--- config.mk ---
export PLATFORM = sky130hd
export DESIGN_NAME = spectrum_bin_pixel_decimator
export DESIGN_NICKNAME = d
export VERILOG_FILES = /design/src/rtl/sbpd_pkg.sv /design/src/rtl/sbpd_ram.sv /design/src/rtl/sbpd_cfg.sv /design/src/rtl/sbpd_div.sv /design/src/rtl/spectrum_bin_pixel_decimator.sv
export SDC_FILE = /design/constraint.sdc
export NUM_CORES = 2
export LEC_CHECK = 0
export BUFFER_PORTS_ARGS = -buffer_cell sky130_fd_sc_hd__buf_2
export CORE_MARGIN = 2
export CORE_UTILIZATION = 60
export DETAILED_ROUTE_END_ITERATION = 10
export PLACE_DENSITY = 0.76
export SYNTH_ARGS = -nofsm -noshare
export SYNTH_HDL_FRONTEND = slang
export SYNTH_SLANG_ARGS = --single-unit
--- constraint.sdc ---
create_clock -name aclk -period 17.8 [get_ports aclk]
set_input_delay 0 -clock aclk [delete_from_list [all_inputs] [get_ports aclk]]
set_output_delay 0 -clock aclk [all_outputs]
set_load 0.02 [all_outputs]
--- src/rtl/sbpd_pkg.sv ---
`default_nettype none
// ----------------------------------------------------------------------------
// sbpd_pkg
// Shared types, widths and constants of the spectrum bin pixel decimator.
// ----------------------------------------------------------------------------
package sbpd_pkg;

    localparam int HZ_W      = 25;
    localparam int ACC_W     = 26;
    localparam int PWR_W     = 8;
    localparam int COL_OUT_W = 8;
    localparam int TONE_W    = 12;
    localparam int K_W       = 4;
    localparam int NUM_W     = 12;
    localparam int DEN_W     = 5;
    localparam int LVL_W     = 7;
    localparam int APB_AW    = 5;
    localparam int APB_DW    = 32;

    localparam int LINE_PIXELS_DEF = 240;

    localparam logic [ACC_W-1:0] ACC_MAX = {ACC_W{1'b1}};

    localparam logic [HZ_W-1:0]  BIN_HZ_RST    = 25'd78125;
    localparam logic [HZ_W-1:0]  PIXEL_HZ_RST  = 25'd83333;
    localparam logic [PWR_W-1:0] THRESHOLD_RST = 8'd0;
    localparam logic [K_W-1:0]   SMOOTH_RST    = 4'd0;
    localparam logic [7:0]       SQUELCH_RST   = 8'h9D;
    localparam logic             PEAK_EN_RST   = 1'b0;

    localparam int LEVEL_MUL = 120;
    localparam int LEVEL_OFS = 100;
    localparam int TONE_BASE = 400;
    localparam int TONE_SPAN = 2600 - 400;

    typedef enum logic [1:0] {
        KIND_BIN   = 2'd0,
        KIND_FILL  = 2'd1,
        KIND_CLEAR = 2'd2
    } kind_t;

    typedef enum logic [2:0] {
        REG_BIN_HZ    = 3'd0,
        REG_PIXEL_HZ  = 3'd1,
        REG_THRESHOLD = 3'd2,
        REG_SMOOTH    = 3'd3,
        REG_SQUELCH   = 3'd4,
        REG_PEAK_EN   = 3'd5
    } reg_idx_t;

    typedef struct packed {
        logic [HZ_W-1:0]  bin_hz;
        logic [HZ_W-1:0]  pixel_hz;
        logic [PWR_W-1:0] power_threshold;
        logic [K_W-1:0]   smooth_factor;
        logic [7:0]       squelch_db;
        logic             peak_enable;
        logic             peak_clear;
    } cfg_t;

    typedef struct packed {
        logic             start;
        logic [NUM_W-1:0] num;
        logic [DEN_W-1:0] den;
    } div_req_t;

    typedef struct packed {
        logic             done;
        logic [PWR_W-1:0] quot;
    } div_rsp_t;

endpackage
`default_nettype wire

--- src/rtl/sbpd_ram.sv ---
`default_nettype none
// ----------------------------------------------------------------------------
// sbpd_ram
// Generic single-port-write, single-port-read RAM with registered read data.
// ----------------------------------------------------------------------------
module sbpd_ram #(
    parameter int WIDTH = 8,
    parameter int DEPTH = 240
) (
    input  wire logic                     aclk,
    input  wire logic                     we,
    input  wire logic [$clog2(DEPTH)-1:0] waddr,
    input  wire logic [WIDTH-1:0]         wdata,
    input  wire logic [$clog2(DEPTH)-1:0] raddr,
    output logic      [WIDTH-1:0]         rdata
);

    logic [WIDTH-1:0] mem [DEPTH];

    always_ff @(posedge aclk) begin
        if (we) begin
            mem[waddr] <= wdata;
        end
        rdata <= mem[raddr];
    end

endmodule
`default_nettype wire

--- src/rtl/sbpd_cfg.sv ---
`default_nettype none
// ----------------------------------------------------------------------------
// sbpd_cfg
// APB register file: bin and pixel spans, threshold, smoothing, squelch, peak.
// ----------------------------------------------------------------------------
module sbpd_cfg (
    input  wire logic                         aclk,
    input  wire logic                         aresetn,
    input  wire logic                         psel,
    input  wire logic                         penable,
    input  wire logic                         pwrite,
    input  wire logic [sbpd_pkg::APB_AW-1:0]  paddr,
    input  wire logic [sbpd_pkg::APB_DW-1:0]  pwdata,
    output logic      [sbpd_pkg::APB_DW-1:0]  prdata,
    output logic                              pready,
    output sbpd_pkg::cfg_t                    cfg
);

    logic [sbpd_pkg::HZ_W-1:0]  bin_hz_reg, bin_hz_next;
    logic [sbpd_pkg::HZ_W-1:0]  pixel_hz_reg, pixel_hz_next;
    logic [sbpd_pkg::PWR_W-1:0] threshold_reg, threshold_next;
    logic [sbpd_pkg::K_W-1:0]   smooth_reg, smooth_next;
    logic [7:0]                 squelch_reg, squelch_next;
    logic                       peak_en_reg, peak_en_next;
    logic                       wr_en;
    logic                       peak_clear;
    sbpd_pkg::reg_idx_t         idx;

    assign pready = 1'b1;
    assign wr_en  = psel && penable && pwrite && pready;
    assign idx    = sbpd_pkg::reg_idx_t'(paddr[4:2]);

    always_comb begin
        bin_hz_next    = bin_hz_reg;
        pixel_hz_next  = pixel_hz_reg;
        threshold_next = threshold_reg;
        smooth_next    = smooth_reg;
        squelch_next   = squelch_reg;
        peak_en_next   = peak_en_reg;
        peak_clear     = 1'b0;
        if (wr_en) begin
            unique case (idx) inside
                sbpd_pkg::REG_BIN_HZ: begin
                    bin_hz_next = pwdata[sbpd_pkg::HZ_W-1:0];
                end
                sbpd_pkg::REG_PIXEL_HZ: begin
                    pixel_hz_next = pwdata[sbpd_pkg::HZ_W-1:0];
                end
                sbpd_pkg::REG_THRESHOLD: begin
                    threshold_next = pwdata[sbpd_pkg::PWR_W-1:0];
                end
                sbpd_pkg::REG_SMOOTH: begin
                    smooth_next = pwdata[sbpd_pkg::K_W-1:0];
                end
                sbpd_pkg::REG_SQUELCH: begin
                    squelch_next = pwdata[7:0];
                end
                sbpd_pkg::REG_PEAK_EN: begin
                    peak_en_next = pwdata[0];
                end
                default: begin
                end
            endcase
            // a change of view drops the peak hold
            unique case (idx) inside
                sbpd_pkg::REG_THRESHOLD, sbpd_pkg::REG_SMOOTH,
                sbpd_pkg::REG_PEAK_EN: begin
                    peak_clear = 1'b1;
                end
                default: begin
                    peak_clear = 1'b0;
                end
            endcase
        end
    end

    always_ff @(posedge aclk) begin
        if (!aresetn) begin
            bin_hz_reg    <= sbpd_pkg::BIN_HZ_RST;
            pixel_hz_reg  <= sbpd_pkg::PIXEL_HZ_RST;
            threshold_reg <= sbpd_pkg::THRESHOLD_RST;
            smooth_reg    <= sbpd_pkg::SMOOTH_RST;
            squelch_reg   <= sbpd_pkg::SQUELCH_RST;
            peak_en_reg   <= sbpd_pkg::PEAK_EN_RST;
        end else begin
            bin_hz_reg    <= bin_hz_next;
            pixel_hz_reg  <= pixel_hz_next;
            threshold_reg <= threshold_next;
            smooth_reg    <= smooth_next;
            squelch_reg   <= squelch_next;
            peak_en_reg   <= peak_en_next;
        end
    end

    always_comb begin
        unique case (idx) inside
            sbpd_pkg::REG_BIN_HZ:    prdata = sbpd_pkg::APB_DW'(bin_hz_reg);
            sbpd_pkg::REG_PIXEL_HZ:  prdata = sbpd_pkg::APB_DW'(pixel_hz_reg);
            sbpd_pkg::REG_THRESHOLD: prdata = sbpd_pkg::APB_DW'(threshold_reg);
            sbpd_pkg::REG_SMOOTH:    prdata = sbpd_pkg::APB_DW'(smooth_reg);
            sbpd_pkg::REG_SQUELCH:   prdata = sbpd_pkg::APB_DW'(squelch_reg);
            sbpd_pkg::REG_PEAK_EN:   prdata = sbpd_pkg::APB_DW'(peak_en_reg);
            default:                 prdata = '0;
        endcase
    end

    always_comb begin
        cfg.bin_hz          = bin_hz_reg;
        cfg.pixel_hz        = pixel_hz_reg;
        cfg.power_threshold = threshold_reg;
        cfg.smooth_factor   = smooth_reg;
        cfg.squelch_db      = squelch_reg;
        cfg.peak_enable     = peak_en_reg;
        cfg.peak_clear      = peak_clear;
    end

endmodule
`default_nettype wire

--- src/rtl/sbpd_div.sv ---
`default_nettype none
// ----------------------------------------------------------------------------
// sbpd_div
// Restoring divider for the column average, two quotient bits per cycle.
// ----------------------------------------------------------------------------
module sbpd_div (
    input  wire logic               aclk,
    input  wire logic               aresetn,
    input  wire sbpd_pkg::div_req_t req,
    output sbpd_pkg::div_rsp_t      rsp
);

    logic [sbpd_pkg::NUM_W-1:0] rem_reg, rem_next;
    logic [sbpd_pkg::DEN_W-1:0] den_reg, den_next;
    logic [sbpd_pkg::PWR_W-1:0] quot_reg, quot_next;
    logic [1:0]                 step_reg, step_next;
    logic                       busy_reg, busy_next;
    logic                       done_reg, done_next;
    logic [2:0]                 sh_hi, sh_lo;
    logic [sbpd_pkg::NUM_W-1:0] trial_hi, trial_lo, rem_mid;
    logic                       bit_hi, bit_lo;

    assign sh_hi    = {~step_reg, 1'b1};
    assign sh_lo    = {~step_reg, 1'b0};
    assign trial_hi = sbpd_pkg::NUM_W'(den_reg) << sh_hi;
    assign trial_lo = sbpd_pkg::NUM_W'(den_reg) << sh_lo;
    assign bit_hi   = rem_reg >= trial_hi;
    assign rem_mid  = bit_hi ? rem_reg - trial_hi : rem_reg;
    assign bit_lo   = rem_mid >= trial_lo;

    always_comb begin
        rem_next  = rem_reg;
        den_next  = den_reg;
        quot_next = quot_reg;
        step_next = step_reg;
        busy_next = busy_reg;
        done_next = 1'b0;
        if (req.start) begin
            rem_next  = req.num;
            den_next  = req.den;
            quot_next = '0;
            step_next = '0;
            busy_next = 1'b1;
        end else if (busy_reg) begin
            rem_next  = bit_lo ? rem_mid - trial_lo : rem_mid;
            quot_next = {quot_reg[sbpd_pkg::PWR_W-3:0], bit_hi, bit_lo};
            step_next = step_reg + 2'd1;
            if (step_reg == 2'd3) begin
                busy_next = 1'b0;
                done_next = 1'b1;
            end
        end
    end

    always_ff @(posedge aclk) begin
        if (!aresetn) begin
            step_reg <= '0;
            busy_reg <= 1'b0;
            done_reg <= 1'b0;
        end else begin
            step_reg <= step_next;
            busy_reg <= busy_next;
            done_reg <= done_next;
        end
    end

    always_ff @(posedge aclk) begin
        rem_reg  <= rem_next;
        den_reg  <= den_next;
        quot_reg <= quot_next;
    end

    assign rsp.done = done_reg;
    assign rsp.quot = quot_reg;

`ifndef SYNTHESIS
    a_div_rem: assert property (@(posedge aclk) disable iff (!aresetn)
        done_reg |-> (rem_reg < sbpd_pkg::NUM_W'(den_reg)))
        else $error("divider remainder not below divisor");
`endif

endmodule
`default_nettype wire

--- src/rtl/spectrum_bin_pixel_decimator.sv ---
`default_nettype none
// ----------------------------------------------------------------------------
// spectrum_bin_pixel_decimator
// Folds display-ordered spectrum bins into pixel columns with smoothing,
// peak hold and a squelch beep request.
// ----------------------------------------------------------------------------
// Items are handled one at a time. A peak clear or unused kind is done in
// the idle state; a bin or fill that does not complete a pixel also passes
// the accumulate state, and one that completes a pixel goes on through the
// read of the column store, the weight multiply, the two-bit-per-cycle
// divider that forms the column average, the write back and the result.
// A finished result waits in an output register while the next item is
// taken. After reset a pass over all LINE_PIXELS columns zeroes the
// store, taking no item; register writes are taken throughout.
module spectrum_bin_pixel_decimator #(
    parameter int LINE_PIXELS = sbpd_pkg::LINE_PIXELS_DEF
) (
    input  wire logic                              aclk,
    input  wire logic                              aresetn,
    input  wire logic                              s_valid,
    output logic                                   s_ready,
    input  wire logic [1:0]                        s_kind,
    input  wire logic [sbpd_pkg::PWR_W-1:0]        s_power,
    output logic                                   m_valid,
    input  wire logic                              m_ready,
    output logic      [sbpd_pkg::PWR_W-1:0]        m_pixel_power,
    output logic      [sbpd_pkg::PWR_W-1:0]        m_smoothed_power,
    output logic      [sbpd_pkg::COL_OUT_W-1:0]    m_column,
    output logic                                   m_line_done,
    output logic                                   m_beep_request,
    output logic      [sbpd_pkg::TONE_W-1:0]       m_beep_tone_hz,
    output logic                                   m_peak_valid,
    output logic      [sbpd_pkg::COL_OUT_W-1:0]    m_peak_column,
    input  wire logic                              psel,
    input  wire logic                              penable,
    input  wire logic                              pwrite,
    input  wire logic [sbpd_pkg::APB_AW-1:0]       paddr,
    input  wire logic [sbpd_pkg::APB_DW-1:0]       pwdata,
    output logic      [sbpd_pkg::APB_DW-1:0]       prdata,
    output logic                                   pready
);

    localparam int COL_W = $clog2(LINE_PIXELS);
    localparam logic [COL_W-1:0] LAST_COL = COL_W'(LINE_PIXELS - 1);

    typedef enum logic [2:0] {
        ST_CLEAR,
        ST_IDLE,
        ST_ACC,
        ST_MUL,
        ST_DSTART,
        ST_DWAIT,
        ST_OUT
    } state_t;

    sbpd_pkg::cfg_t     cfg;
    sbpd_pkg::div_req_t div_req;
    sbpd_pkg::div_rsp_t div_rsp;

    state_t                        state_reg, state_next;
    logic [COL_W-1:0]              clr_addr_reg, clr_addr_next;
    logic [1:0]                    kind_reg, kind_next;
    logic [sbpd_pkg::PWR_W-1:0]    power_reg, power_next;
    logic [sbpd_pkg::ACC_W-1:0]    acc_reg, acc_next;
    logic [sbpd_pkg::PWR_W-1:0]    run_max_reg, run_max_next;
    logic [sbpd_pkg::PWR_W-1:0]    range_max_reg, range_max_next;
    logic [COL_W-1:0]              col_reg, col_next;
    logic [sbpd_pkg::PWR_W-1:0]    shown_reg, shown_next;
    logic [sbpd_pkg::NUM_W-1:0]    num_reg, num_next;
    logic [sbpd_pkg::LVL_W-1:0]    lvl_reg, lvl_next;
    logic [sbpd_pkg::TONE_W-1:0]   tone_reg, tone_next;
    logic [sbpd_pkg::PWR_W-1:0]    peak_power_reg, peak_power_next;
    logic                          peak_seen_reg, peak_seen_next;
    logic [sbpd_pkg::COL_OUT_W-1:0] peak_col_reg, peak_col_next;

    logic                          m_valid_reg, m_valid_next;
    logic [sbpd_pkg::PWR_W-1:0]    m_pixel_reg, m_pixel_next;
    logic [sbpd_pkg::PWR_W-1:0]    m_smooth_reg, m_smooth_next;
    logic [sbpd_pkg::COL_OUT_W-1:0] m_col_reg, m_col_next;
    logic                          m_line_done_reg, m_line_done_next;
    logic                          m_beep_reg, m_beep_next;
    logic [sbpd_pkg::TONE_W-1:0]   m_tone_reg, m_tone_next;
    logic                          m_peak_valid_reg, m_peak_valid_next;
    logic [sbpd_pkg::COL_OUT_W-1:0] m_peak_col_reg, m_peak_col_next;

    logic                          ram_we;
    logic [COL_W-1:0]              ram_waddr;
    logic [sbpd_pkg::PWR_W-1:0]    ram_wdata;
    logic [sbpd_pkg::PWR_W-1:0]    ram_rdata;

    logic                          real_item;
    logic [sbpd_pkg::PWR_W-1:0]    run_max_upd, range_max_upd, shown_raw;
    logic [sbpd_pkg::ACC_W:0]      acc_sum;
    logic [sbpd_pkg::ACC_W-1:0]    acc_sat;
    logic                          pixel_hit;
    logic [COL_W+7:0]              col_ext;
    logic [sbpd_pkg::COL_OUT_W-1:0] col8;
    logic                          line_end;
    logic                          out_ok;
    logic                          out_load;
    logic                          peak_clr_item;
    logic [14:0]                   lvl_prod;
    logic [15:0]                   lvl_inc;
    logic [15:0]                   lvl_quot;
    logic [19:0]                   tone_prod;
    logic signed [9:0]             level_s, squelch_s;
    logic                          beep_hit;

    sbpd_cfg u_cfg (
        .aclk    (aclk),
        .aresetn (aresetn),
        .psel    (psel),
        .penable (penable),
        .pwrite  (pwrite),
        .paddr   (paddr),
        .pwdata  (pwdata),
        .prdata  (prdata),
        .pready  (pready),
        .cfg     (cfg)
    );

    sbpd_ram #(
        .WIDTH (sbpd_pkg::PWR_W),
        .DEPTH (LINE_PIXELS)
    ) u_store (
        .aclk  (aclk),
        .we    (ram_we),
        .waddr (ram_waddr),
        .wdata (ram_wdata),
        .raddr (col_reg),
        .rdata (ram_rdata)
    );

    sbpd_div u_div (
        .aclk    (aclk),
        .aresetn (aresetn),
        .req     (div_req),
        .rsp     (div_rsp)
    );

    // accumulate and max tracking
    assign real_item     = kind_reg == sbpd_pkg::KIND_BIN;
    assign run_max_upd   = (power_reg > run_max_reg) ? power_reg : run_max_reg;
    assign range_max_upd = (run_max_upd > range_max_reg) ? run_max_upd : range_max_reg;
    assign acc_sum       = {1'b0, acc_reg} + (sbpd_pkg::ACC_W + 1)'(cfg.bin_hz);
    assign acc_sat       = (acc_sum > {1'b0, sbpd_pkg::ACC_MAX}) ?
                           sbpd_pkg::ACC_MAX : acc_sum[sbpd_pkg::ACC_W-1:0];
    assign pixel_hit     = acc_sat >= sbpd_pkg::ACC_W'(cfg.pixel_hz);
    assign shown_raw     = real_item ? run_max_upd : power_reg;

    // line level: r*120/255 via exact reciprocal for 16-bit operands
    assign lvl_prod  = 15'(range_max_reg) * 15'(sbpd_pkg::LEVEL_MUL);
    assign lvl_inc   = 16'(lvl_prod) + 16'd1;
    assign lvl_quot  = (lvl_inc + (lvl_inc >> 8)) >> 8;
    assign tone_prod = 20'(range_max_reg) * 20'(sbpd_pkg::TONE_SPAN);

    assign level_s   = $signed(10'(lvl_reg)) - $signed(10'(sbpd_pkg::LEVEL_OFS));
    assign squelch_s = $signed({{2{cfg.squelch_db[7]}}, cfg.squelch_db});

    assign col_ext  = {8'b0, col_reg};
    assign col8     = col_ext[sbpd_pkg::COL_OUT_W-1:0];
    assign line_end = col_reg == LAST_COL;
    assign beep_hit = line_end && real_item && (level_s >= squelch_s);
    assign out_ok   = !m_valid_reg || m_ready;

    always_comb begin
        state_next        = state_reg;
        clr_addr_next     = clr_addr_reg;
        kind_next         = kind_reg;
        power_next        = power_reg;
        acc_next          = acc_reg;
        run_max_next      = run_max_reg;
        range_max_next    = range_max_reg;
        col_next          = col_reg;
        shown_next        = shown_reg;
        num_next          = num_reg;
        lvl_next          = lvl_reg;
        tone_next         = tone_reg;
        peak_power_next   = peak_power_reg;
        peak_seen_next    = peak_seen_reg;
        peak_col_next     = peak_col_reg;
        m_valid_next      = m_valid_reg && !m_ready;
        m_pixel_next      = m_pixel_reg;
        m_smooth_next     = m_smooth_reg;
        m_col_next        = m_col_reg;
        m_line_done_next  = m_line_done_reg;
        m_beep_next       = m_beep_reg;
        m_tone_next       = m_tone_reg;
        m_peak_valid_next = m_peak_valid_reg;
        m_peak_col_next   = m_peak_col_reg;
        div_req.start     = 1'b0;
        div_req.num       = num_reg;
        div_req.den       = sbpd_pkg::DEN_W'(cfg.smooth_factor) + 1'b1;
        ram_we            = 1'b0;
        ram_waddr         = col_reg;
        ram_wdata         = div_rsp.quot;
        out_load          = 1'b0;
        peak_clr_item     = 1'b0;

        unique case (state_reg)
            ST_CLEAR: begin
                ram_we    = 1'b1;
                ram_waddr = clr_addr_reg;
                ram_wdata = '0;
                if (clr_addr_reg == LAST_COL) begin
                    state_next = ST_IDLE;
                end else begin
                    clr_addr_next = clr_addr_reg + 1'b1;
                end
            end
            ST_IDLE: begin
                if (s_valid) begin
                    kind_next  = s_kind;
                    power_next = s_power;
                    case (s_kind) inside
                        sbpd_pkg::KIND_BIN, sbpd_pkg::KIND_FILL: begin
                            state_next = ST_ACC;
                        end
                        sbpd_pkg::KIND_CLEAR: begin
                            peak_clr_item = 1'b1;
                        end
                        default: begin
                        end
                    endcase
                end
            end
            ST_ACC: begin
                acc_next = acc_sat;
                if (real_item) begin
                    run_max_next   = run_max_upd;
                    range_max_next = range_max_upd;
                end
                if (pixel_hit) begin
                    shown_next = (shown_raw > cfg.power_threshold) ? shown_raw : '0;
                    if (real_item) begin
                        run_max_next = '0;
                    end
                    state_next = ST_MUL;
                end else begin
                    state_next = ST_IDLE;
                end
            end
            ST_MUL: begin
                num_next   = sbpd_pkg::NUM_W'(cfg.smooth_factor) *
                             sbpd_pkg::NUM_W'(ram_rdata) + sbpd_pkg::NUM_W'(shown_reg);
                lvl_next   = lvl_quot[sbpd_pkg::LVL_W-1:0];
                tone_next  = sbpd_pkg::TONE_W'(sbpd_pkg::TONE_BASE) +
                             sbpd_pkg::TONE_W'(tone_prod >> 8);
                state_next = ST_DSTART;
            end
            ST_DSTART: begin
                div_req.start = 1'b1;
                state_next    = ST_DWAIT;
            end
            ST_DWAIT: begin
                if (div_rsp.done) begin
                    state_next = ST_OUT;
                end
            end
            ST_OUT: begin
                if (out_ok) begin
                    out_load = 1'b1;
                    ram_we   = 1'b1;
                    if (cfg.peak_enable &&
                        (!peak_seen_reg || div_rsp.quot > peak_power_reg)) begin
                        peak_power_next = div_rsp.quot;
                        peak_col_next   = col8;
                        peak_seen_next  = 1'b1;
                    end
                    m_valid_next      = 1'b1;
                    m_pixel_next      = shown_reg;
                    m_smooth_next     = div_rsp.quot;
                    m_col_next        = col8;
                    m_line_done_next  = line_end;
                    m_beep_next       = beep_hit;
                    m_tone_next       = beep_hit ? tone_reg : '0;
                    m_peak_valid_next = peak_seen_next;
                    m_peak_col_next   = peak_col_next;
                    if (line_end) begin
                        col_next = '0;
                        acc_next = '0;
                        if (real_item) begin
                            range_max_next = '0;
                        end
                    end else begin
                        col_next = col_reg + 1'b1;
                        acc_next = acc_reg - sbpd_pkg::ACC_W'(cfg.pixel_hz);
                    end
                    state_next = ST_IDLE;
                end
            end
            default: begin
                state_next = ST_IDLE;
            end
        endcase

        if (peak_clr_item || cfg.peak_clear) begin
            peak_power_next = '0;
            peak_seen_next  = 1'b0;
            peak_col_next   = '0;
        end
    end

    always_ff @(posedge aclk) begin
        if (!aresetn) begin
            state_reg        <= ST_CLEAR;
            clr_addr_reg     <= '0;
            acc_reg          <= '0;
            run_max_reg      <= '0;
            range_max_reg    <= '0;
            col_reg          <= '0;
            peak_power_reg   <= '0;
            peak_seen_reg    <= 1'b0;
            peak_col_reg     <= '0;
            m_valid_reg      <= 1'b0;
            m_pixel_reg      <= '0;
            m_smooth_reg     <= '0;
            m_col_reg        <= '0;
            m_line_done_reg  <= 1'b0;
            m_beep_reg       <= 1'b0;
            m_tone_reg       <= '0;
            m_peak_valid_reg <= 1'b0;
            m_peak_col_reg   <= '0;
        end else begin
            state_reg        <= state_next;
            clr_addr_reg     <= clr_addr_next;
            acc_reg          <= acc_next;
            run_max_reg      <= run_max_next;
            range_max_reg    <= range_max_next;
            col_reg          <= col_next;
            peak_power_reg   <= peak_power_next;
            peak_seen_reg    <= peak_seen_next;
            peak_col_reg     <= peak_col_next;
            m_valid_reg      <= m_valid_next;
            m_pixel_reg      <= m_pixel_next;
            m_smooth_reg     <= m_smooth_next;
            m_col_reg        <= m_col_next;
            m_line_done_reg  <= m_line_done_next;
            m_beep_reg       <= m_beep_next;
            m_tone_reg       <= m_tone_next;
            m_peak_valid_reg <= m_peak_valid_next;
            m_peak_col_reg   <= m_peak_col_next;
        end
    end

    // datapath temporaries
    always_ff @(posedge aclk) begin
        kind_reg  <= kind_next;
        power_reg <= power_next;
        shown_reg <= shown_next;
        num_reg   <= num_next;
        lvl_reg   <= lvl_next;
        tone_reg  <= tone_next;
    end

    assign s_ready          = state_reg == ST_IDLE;
    assign m_valid          = m_valid_reg;
    assign m_pixel_power    = m_pixel_reg;
    assign m_smoothed_power = m_smooth_reg;
    assign m_column         = m_col_reg;
    assign m_line_done      = m_line_done_reg;
    assign m_beep_request   = m_beep_reg;
    assign m_beep_tone_hz   = m_tone_reg;
    assign m_peak_valid     = m_peak_valid_reg;
    assign m_peak_column    = m_peak_col_reg;

`ifndef SYNTHESIS
    a_col_range: assert property (@(posedge aclk) disable iff (!aresetn)
        col_reg <= LAST_COL)
        else $error("column counter beyond line");

    a_line_wrap: assert property (@(posedge aclk) disable iff (!aresetn)
        (out_load && line_end) |=> (col_reg == '0 && acc_reg == '0))
        else $error("line end did not clear counter and accumulator");

    a_peak_empty: assert property (@(posedge aclk) disable iff (!aresetn)
        !peak_seen_reg |-> (peak_power_reg == '0 && peak_col_reg == '0))
        else $error("peak fields set without a recorded peak");
`endif

endmodule
`default_nettype wire

Word level (Yosys, flattened, before mapping)
Memories as Yosys holds them, arrays and structs flattened. A register that Yosys moved wholly into a read port is not among the register bits.
Index checks and enable logic that the tools add are counted.

word-level totals
  memories kept = 1
  register bits = 275
  bits in writable memories = 1920
  input bits = 54
  word-level logic and storage cells = 180
  output and inout port bits = 82

memory list
  memory       depth  bits a word  read ports  clocked after memory_dff  wr ports  RTL line        text
  u_store.mem  240    8            1           1                         1         sbpd_ram.sv:18  logic [WIDTH-1:0] mem [DEPTH];

cells by class
  reductions and logical operators = 37
  multipliers = 3
  shift operators = 2
  bitwise logic cells = 4
  mux-type cells = 50
  add/subtract/negate cells = 13
  magnitude comparators = 9
  equal/unequal tests = 25

operator list
  cell                     count
  $pmux W25 S6             1
  $mux W8                  14
  $mux W26                 3
  $mux W12                 5
  $pmux W26 S2             1
  $gt A8 B8 Y1             4
  $add A26 B25 Y27         1
  $gt A27 B26 Y1 const B   1
  $ge A26 B25 Y1           1
  $sub A26 B25 Y26         1
  $ge A12 B12 Y1           2
  $shl A5 B3 Y12           2
  $sub A12 B12 Y12         2
  $reduce_and A2 Y1        11
  $pmux W3 S7              1
  $mul A8 B9 Y17 const B   1
  $mux W1                  17
  $add A15 B1 Y16 const B  1
  $add A8 B1 Y8 const B    2
  $eq A8 B8 Y1 const B     2
  $pmux W8 S2              1
  $add A15 B8 Y15          1
  $eq A3 B3 Y1 const B     5
  $mux W3                  5
  29 further kinds         58

Depth between registers and ports, before layout
  depth in word-level cells = 8
  mapped depth = 21
  depth with buffers taken out = 20

Hierarchy
Synthesis repeated with hierarchy kept, for this count alone.

unflattened totals
  cells, all modules = 5784
  area total of the unflattened synthesis = 95397.7 sq um

by module, submodules not included
  module                        seq. area each (sq um)  instances  area each (sq um)  cells each
  sbpd_ram                      57815.4                 1          75313.5            3481
  spectrum_bin_pixel_decimator  3993.8                  1          14144.8            1642
  sbpd_cfg                      1421.4                  1          3379.5             366
  sbpd_div                      750.7                   1          2560.0             295

Least setup slack after synthesis
No wires, ideal clock.

  path kind = reg2reg
  from = register state_reg[1]
  to = memory u_store.mem[0][1] (data pin)
  path buffers = 3
  setup slack = 9.687 ns
  clock period less this slack = 8.113 ns
  required time = 16.429 ns
  stages on the path, launching flop included = 6
  setup time = 1.371 ns
  data arrival time = 6.742 ns
  path through = dfxtp_1 -> buf_2 -> nor3_1 -> clkbuf_1 -> clkbuf_1 -> nor2b_1

between the ends
  cells in the longest elaborated chain, start to end = 2

RTL lines
  item                          RTL line                             text
  from (decl)                   spectrum_bin_pixel_decimator.sv:60   state_t state_reg, state_next;
  from (signal assigned)        spectrum_bin_pixel_decimator.sv:325  state_reg <= state_next;
  $logic_not A3 Y1              spectrum_bin_pixel_decimator.sv:200  unique case (state_reg)
  $mux W8                       spectrum_bin_pixel_decimator.sv:200
  named net ram_wdata, one bit  spectrum_bin_pixel_decimator.sv:88   logic [sbpd_pkg::PWR_W-1:0] ram_wdata;
  to (decl)                     sbpd_ram.sv:18

The timed path passes the listed nets, and every way through them passes these cells.

Worst setup path after layout
  from = register u_div.step_reg[0]
  to = register u_div.rem_reg[4] in the netlist's numbering (data pin)

between the ends
  cells in the longest elaborated chain, start to end = 8
  elaborated cells on any way between the ends = 11
  those cells by class = add/sub (2); order compare (2); shift (2); mux (4); bitwise (1)

RTL lines
  item                                                       RTL line                        text
  from (decl)                                                sbpd_div.sv:16                  logic [1:0] step_reg, step_next;
  from (signal assigned)                                     sbpd_div.sv:61                  step_reg <= step_next;
  $not A2 Y2 *                                               sbpd_div.sv:23, sbpd_div.sv:24
  $shl A5 B3 Y12                                             sbpd_div.sv:25                  assign trial_hi = sbpd_pkg::NUM_W'(den_reg) << sh_hi;
  $sub A12 B12 Y12 / $ge A12 B12 Y1 (equally long branches)  sbpd_div.sv:28, sbpd_div.sv:27
  $mux W12                                                   sbpd_div.sv:28                  assign rem_mid = bit_hi ? rem_reg - trial_hi : rem_reg;
  $sub A12 B12 Y12 / $ge A12 B12 Y1 (equally long branches)  sbpd_div.sv:45, sbpd_div.sv:29
  $mux W12 *                                                 sbpd_div.sv:45                  rem_next = bit_lo ? rem_mid - trial_lo : rem_mid;
  $mux W12 *                                                 sbpd_div.sv:44                  end else if (busy_reg) begin
  $mux W12 *                                                 sbpd_div.sv:38                  if (req.start) begin
  named net u_div.rem_next, one bit                          sbpd_div.sv:13                  logic [sbpd_pkg::NUM_W-1:0] rem_reg, rem_next;
  to (signal assigned)                                       sbpd_div.sv:68                  rem_reg <= rem_next;
  to (decl)                                                  sbpd_div.sv:13

Mark *: on every way through the listed nets, which the timed path passes. The rest lies on a longest branch. The select of a mux whose other input is x is not followed.
A chain may end at the register's enable or synchronous reset.

==> impl_summary.md <==
Die
The number of core rows is 145. From bottom edge to top edge, the die measures 399.8 um. The number of I/O pins is 136. The die covers 159800 um2. The floorplan step set the die width to 399.8 um.

The core area is 155800 um2. For this configuration, the core starts out at a cell density of 0.6031.

Clock network
In this run the number of H-tree levels came out at 4. The quantity of gates resized following cts is 0. For the worst-skew pair, the clock arrives at the later sink with an insertion delay of 0.85 ns. The clock transition at the registers of the reported paths is 0.06 ns. The clock net in this run drives a total of 2203 sinks.

The clock buffer count from CTS is 212. TritonCTS built the clock tree. The buffer cell driving the clock tree root is sky130_fd_sc_hd__clkbuf_16. For this design, the CTS-stage hold fixing added 73 buffers. The clock passes through at most 3 buffers.

The buffer count from post-CTS setup fixing is 0.

Critical path
The depth of the most critical reg-to-reg path is 18. The element type at the critical path start is a flop. The launching point of the worst reg2reg path is u_div.step_reg[0]. The critical path starts at u_div.step_reg[0].

The most critical setup path has its endpoint at u_div.rem_reg[4]. The maximum fanout along the worst path is 19. The critical path capture point type is a flop. STA puts the critical path data required time at 18.33 ns. The arrival time reported for the critical path endpoint is 7.15 ns. The critical path is of the flop to flop type. Across all register-to-register paths, the minimum setup slack is 11.18 ns. The worst register-to-register path ends at u_div.rem_reg[4].

Pwr
The sequential group share of total power is 0.538. The share of total power dissipated in the clock network is 0.413. Of the total power, the share spent switching nets is 0.2214. Dividing total power by cell area gives a power density of 102.9 nW/um2. The worst-case IR drop observed on VDD is 0.0001337 V.

Summing internal, switching and leakage power gives 10.72 mW. The analysis attributes to cell leakage a power of 34.72 nW. The combinational share of power is 0.049. The net switching power is 2.374 mW. The internal power of the cells totals 8.347 mW.

Synthesis
The share of synthesized area in the top cell type comes to 0.6345. Of all cell types, the one taking the most synthesized area is sky130_fd_sc_hd__edfxtp_1. The count of state elements after synthesis is 2203. Averaged over all synthesized cells, the footprint is 17.24 um2. After synthesis, the share of flip-flops with an asynchronous set or reset is 0.

Sorting the synthesized cells by how often they occur yields sky130_fd_sc_hd__edfxtp_1, sky130_fd_sc_hd__mux4_2, sky130_fd_sc_hd__nor2_1, sky130_fd_sc_hd__nand2_1, sky130_fd_sc_hd__dfxtp_1. Among all flip-flop cells after synthesis, the most frequent one is sky130_fd_sc_hd__edfxtp_1. The area of the mapped netlist is 93990 um2. The synthesis warning total is 0. The part of the Yosys area used for sequential elements is 0.6808. The most common cell in the synthesized netlist is sky130_fd_sc_hd__edfxtp_1. Yosys attributes the largest share of cell area to sky130_fd_sc_hd__edfxtp_1, sky130_fd_sc_hd__mux4_2, sky130_fd_sc_hd__dfxtp_1, sky130_fd_sc_hd__ha_1, sky130_fd_sc_hd__nor2_1. The netlist uses 77 different library cells. Synthesis produced a netlist whose cell count is 5450. The count of flip-flops with a built-in enable after synthesis is 1986.

Timing
The total negative slack for setup checks is 0 ns. The slew at the pin with the worst max-slew slack is 1.459 ns. On the final layout, the worst hold slack is 0.05864 ns. The total count of hold-check failures in the final report is 0. The shortest clock period the worst path allows after layout is 6.618 ns. Setup repair after global routing left no endpoint under its margin.

The number of max-slew violations in the final report was 0. The number of setup violations in the final report is 0. The final period utilization is 0.3718. The maximum achievable frequency is 151.1 MHz. The clock skew is 0.07517 ns. The worst-case headroom to the max-slew limit is 0.02729.

Global route
The combined global-route utilization of all metal layers is 0.2895. The wire length of the first global-routing pass is 337600 um. The number of global-route vias before repair is 51657. The number of antenna violations at the first check in global routing is 8. Entering global routing, the biggest net connects 241 pins. After global routing the overflow that remains totals 0.

Cells and area
After the flow finishes, the layout carries non-filler instances totaling 7861. The number of flip-flops under the largest register name is 1920. The number of nets in the final layout is 5933. Of the cells placed in the final design, the portion with a size suffix greater than 1 is 0.1990. Once layout is done, the placed cells without fillers occupy 104200 um2. The synthesis-to-finish area growth is 10.82%.

Drt
After detailed routing, the number of vias per cell comes to 6.595. In this run, the number of DRC markers left after iteration 0 of detailed routing was 6664. The routed layout has 51845 vias.

For this block, the routed nets add up to 229500 um of wire. The first TritonRoute pass finished after 5 iterations. The number of remaining DRC errors is 0. After detailed routing, the average wire length per cell comes to 29.19 um.

The post-detailed-route count of antenna-violating nets is 0.

Placed design
The number of cells after detailed placement is 7394. The congestion estimate from routability-driven global placement came to 0.9407. The placed standard-cell area is 96590 um2.

The count of buffers from port buffering is 118. The estimated wirelength of the detail-placed design is 131100 um.

Outcome
The flow ran to the end, and the final reports show no timing, DRC or antenna violations.

Worst hold path
The class of the worst hold path is input port to flop.

Job
Max-cap violations in this run came to 0.
[area by class of cell]
| type | instances | area [um2] |
|---|---|---|
| Sequential cell | 2203 | 64000 |
| Fill cell | 9819 | 51690 |
| Multi-Input combinational cell | 2790 | 28260 |
| Clock buffer | 275 | 5647 |
| Tap cell | 2058 | 2575 |
| Timing Repair Buffer | 254 | 1869 |
| Clock inverter | 116 | 1176 |
| Inverter | 162 | 610.6 |
| Antenna cell | 3 | 7.507 |
[kinds of logic after synthesis]
group / Yosys count / share of synthesized area
DFF: 2203 / 0.6808
and+or+nand+nor: 1098 / 0.05179
muxes: 705 / 0.1583
AOI/OAI and AO/OA: 627 / 0.04285
buffers and inverters: 463 / 0.02004
adders and majority gates: 256 / 0.03728
xor gates and xnor gates: 96 / 0.008946
other: 2 / 0.00007991
[per-layer routing]
| metal | track usage | part of all wire |
|---|---|---|
| met1 | 0.3950 | 0.37 |
| met2 | 0.4640 | 0.49 |
| met3 | 0.05428 | 0.094 |
| met4 | 0.1228 | 0.044 |
| met5 | 0 | 0.00016 |
[how the worst min path moves through the flow]
stage | slack (ns) | end | cells past startpoint | startpoint
floorplan | 0.1 | kind_reg[0] | 0 | s_kind[0]
global placement | 0.18 | power_reg[7] | 1 | s_power[7]
detailed placement | 0.18 | power_reg[1] | 1 | s_power[1]
CTS | 0.006 | u_cfg.pixel_hz_reg[23] | 4 | pwdata[23]
global route | 0.04 | u_cfg.pixel_hz_reg[23] | 4 | pwdata[23]
finish | 0.06 | u_cfg.squelch_reg[5] | 4 | pwdata[5]
[worst max-delay path: stages, from the launching register on]
cell	delay (ns)
sky130_fd_sc_hd__dfxtp_1	0.56
sky130_fd_sc_hd__mux2i_1	0.26
sky130_fd_sc_hd__nor2_1	0.06
sky130_fd_sc_hd__a31oi_1	0.34
sky130_fd_sc_hd__ha_1	0.35
sky130_fd_sc_hd__nand4_1	0.13
sky130_fd_sc_hd__nor4_1	0.08
sky130_fd_sc_hd__o31a_1	0.28
sky130_fd_sc_hd__a311oi_4	0.72
sky130_fd_sc_hd__mux2_2	0.44
sky130_fd_sc_hd__ha_1	0.34
sky130_fd_sc_hd__nor2b_1	0.16
sky130_fd_sc_hd__o21ai_0	0.31
sky130_fd_sc_hd__a21oi_1	0.15
sky130_fd_sc_hd__a211oi_1	0.29
sky130_fd_sc_hd__o21ai_0	0.20
sky130_fd_sc_hd__a221oi_1	0.81
sky130_fd_sc_hd__nand2_1	0.44
sky130_fd_sc_hd__a221o_1	0.40
[per-stage QoR]
stage,worst slack (ns),utilization
finish,11.18,0.6683
global route,10.75,0.6683
CTS,11.31,0.6683
detailed placement,11.34,0.6198
global placement,11.46,0.6198
floorplan,9.687,-
[power by group through the flow]
stage / combinational, mW / clock [mW] / sequential (mW)
4_1_cts: 0.510 / 4.47 / 5.77
3_3_place_gp: 0.477 / 0 / 5.87
6_report: 0.520 / 4.43 / 5.77
5_1_grt: 0.548 / 4.66 / 5.77
3_5_place_dp: 0.494 / 0 / 5.88
2_1_floorplan: 0.259 / 0 / 5.89
[cell usage in the layout (no fill, tap or decap), types with 39 or more instances in the layout]
master / n
sky130_fd_sc_hd__dfxtp_1: 211
sky130_fd_sc_hd__clkinv_1: 45
sky130_fd_sc_hd__nor2b_1: 39
sky130_fd_sc_hd__ha_1: 216
sky130_fd_sc_hd__xor2_1: 39
sky130_fd_sc_hd__nor2_1: 419
sky130_fd_sc_hd__mux4_2: 624
sky130_fd_sc_hd__xnor2_1: 57
sky130_fd_sc_hd__clkbuf_16: 216
sky130_fd_sc_hd__nand3_1: 59
sky130_fd_sc_hd__dlygate4sd3_1: 73
sky130_fd_sc_hd__a21oi_1: 208
sky130_fd_sc_hd__buf_4: 57
sky130_fd_sc_hd__edfxtp_1: 1986
sky130_fd_sc_hd__buf_2: 118
sky130_fd_sc_hd__fa_1: 40
sky130_fd_sc_hd__mux2i_1: 73
sky130_fd_sc_hd__inv_1: 161
sky130_fd_sc_hd__o21ai_0: 124
sky130_fd_sc_hd__clkbuf_1: 57
sky130_fd_sc_hd__nand2_1: 360
Power figures use the tool's default switching activity.
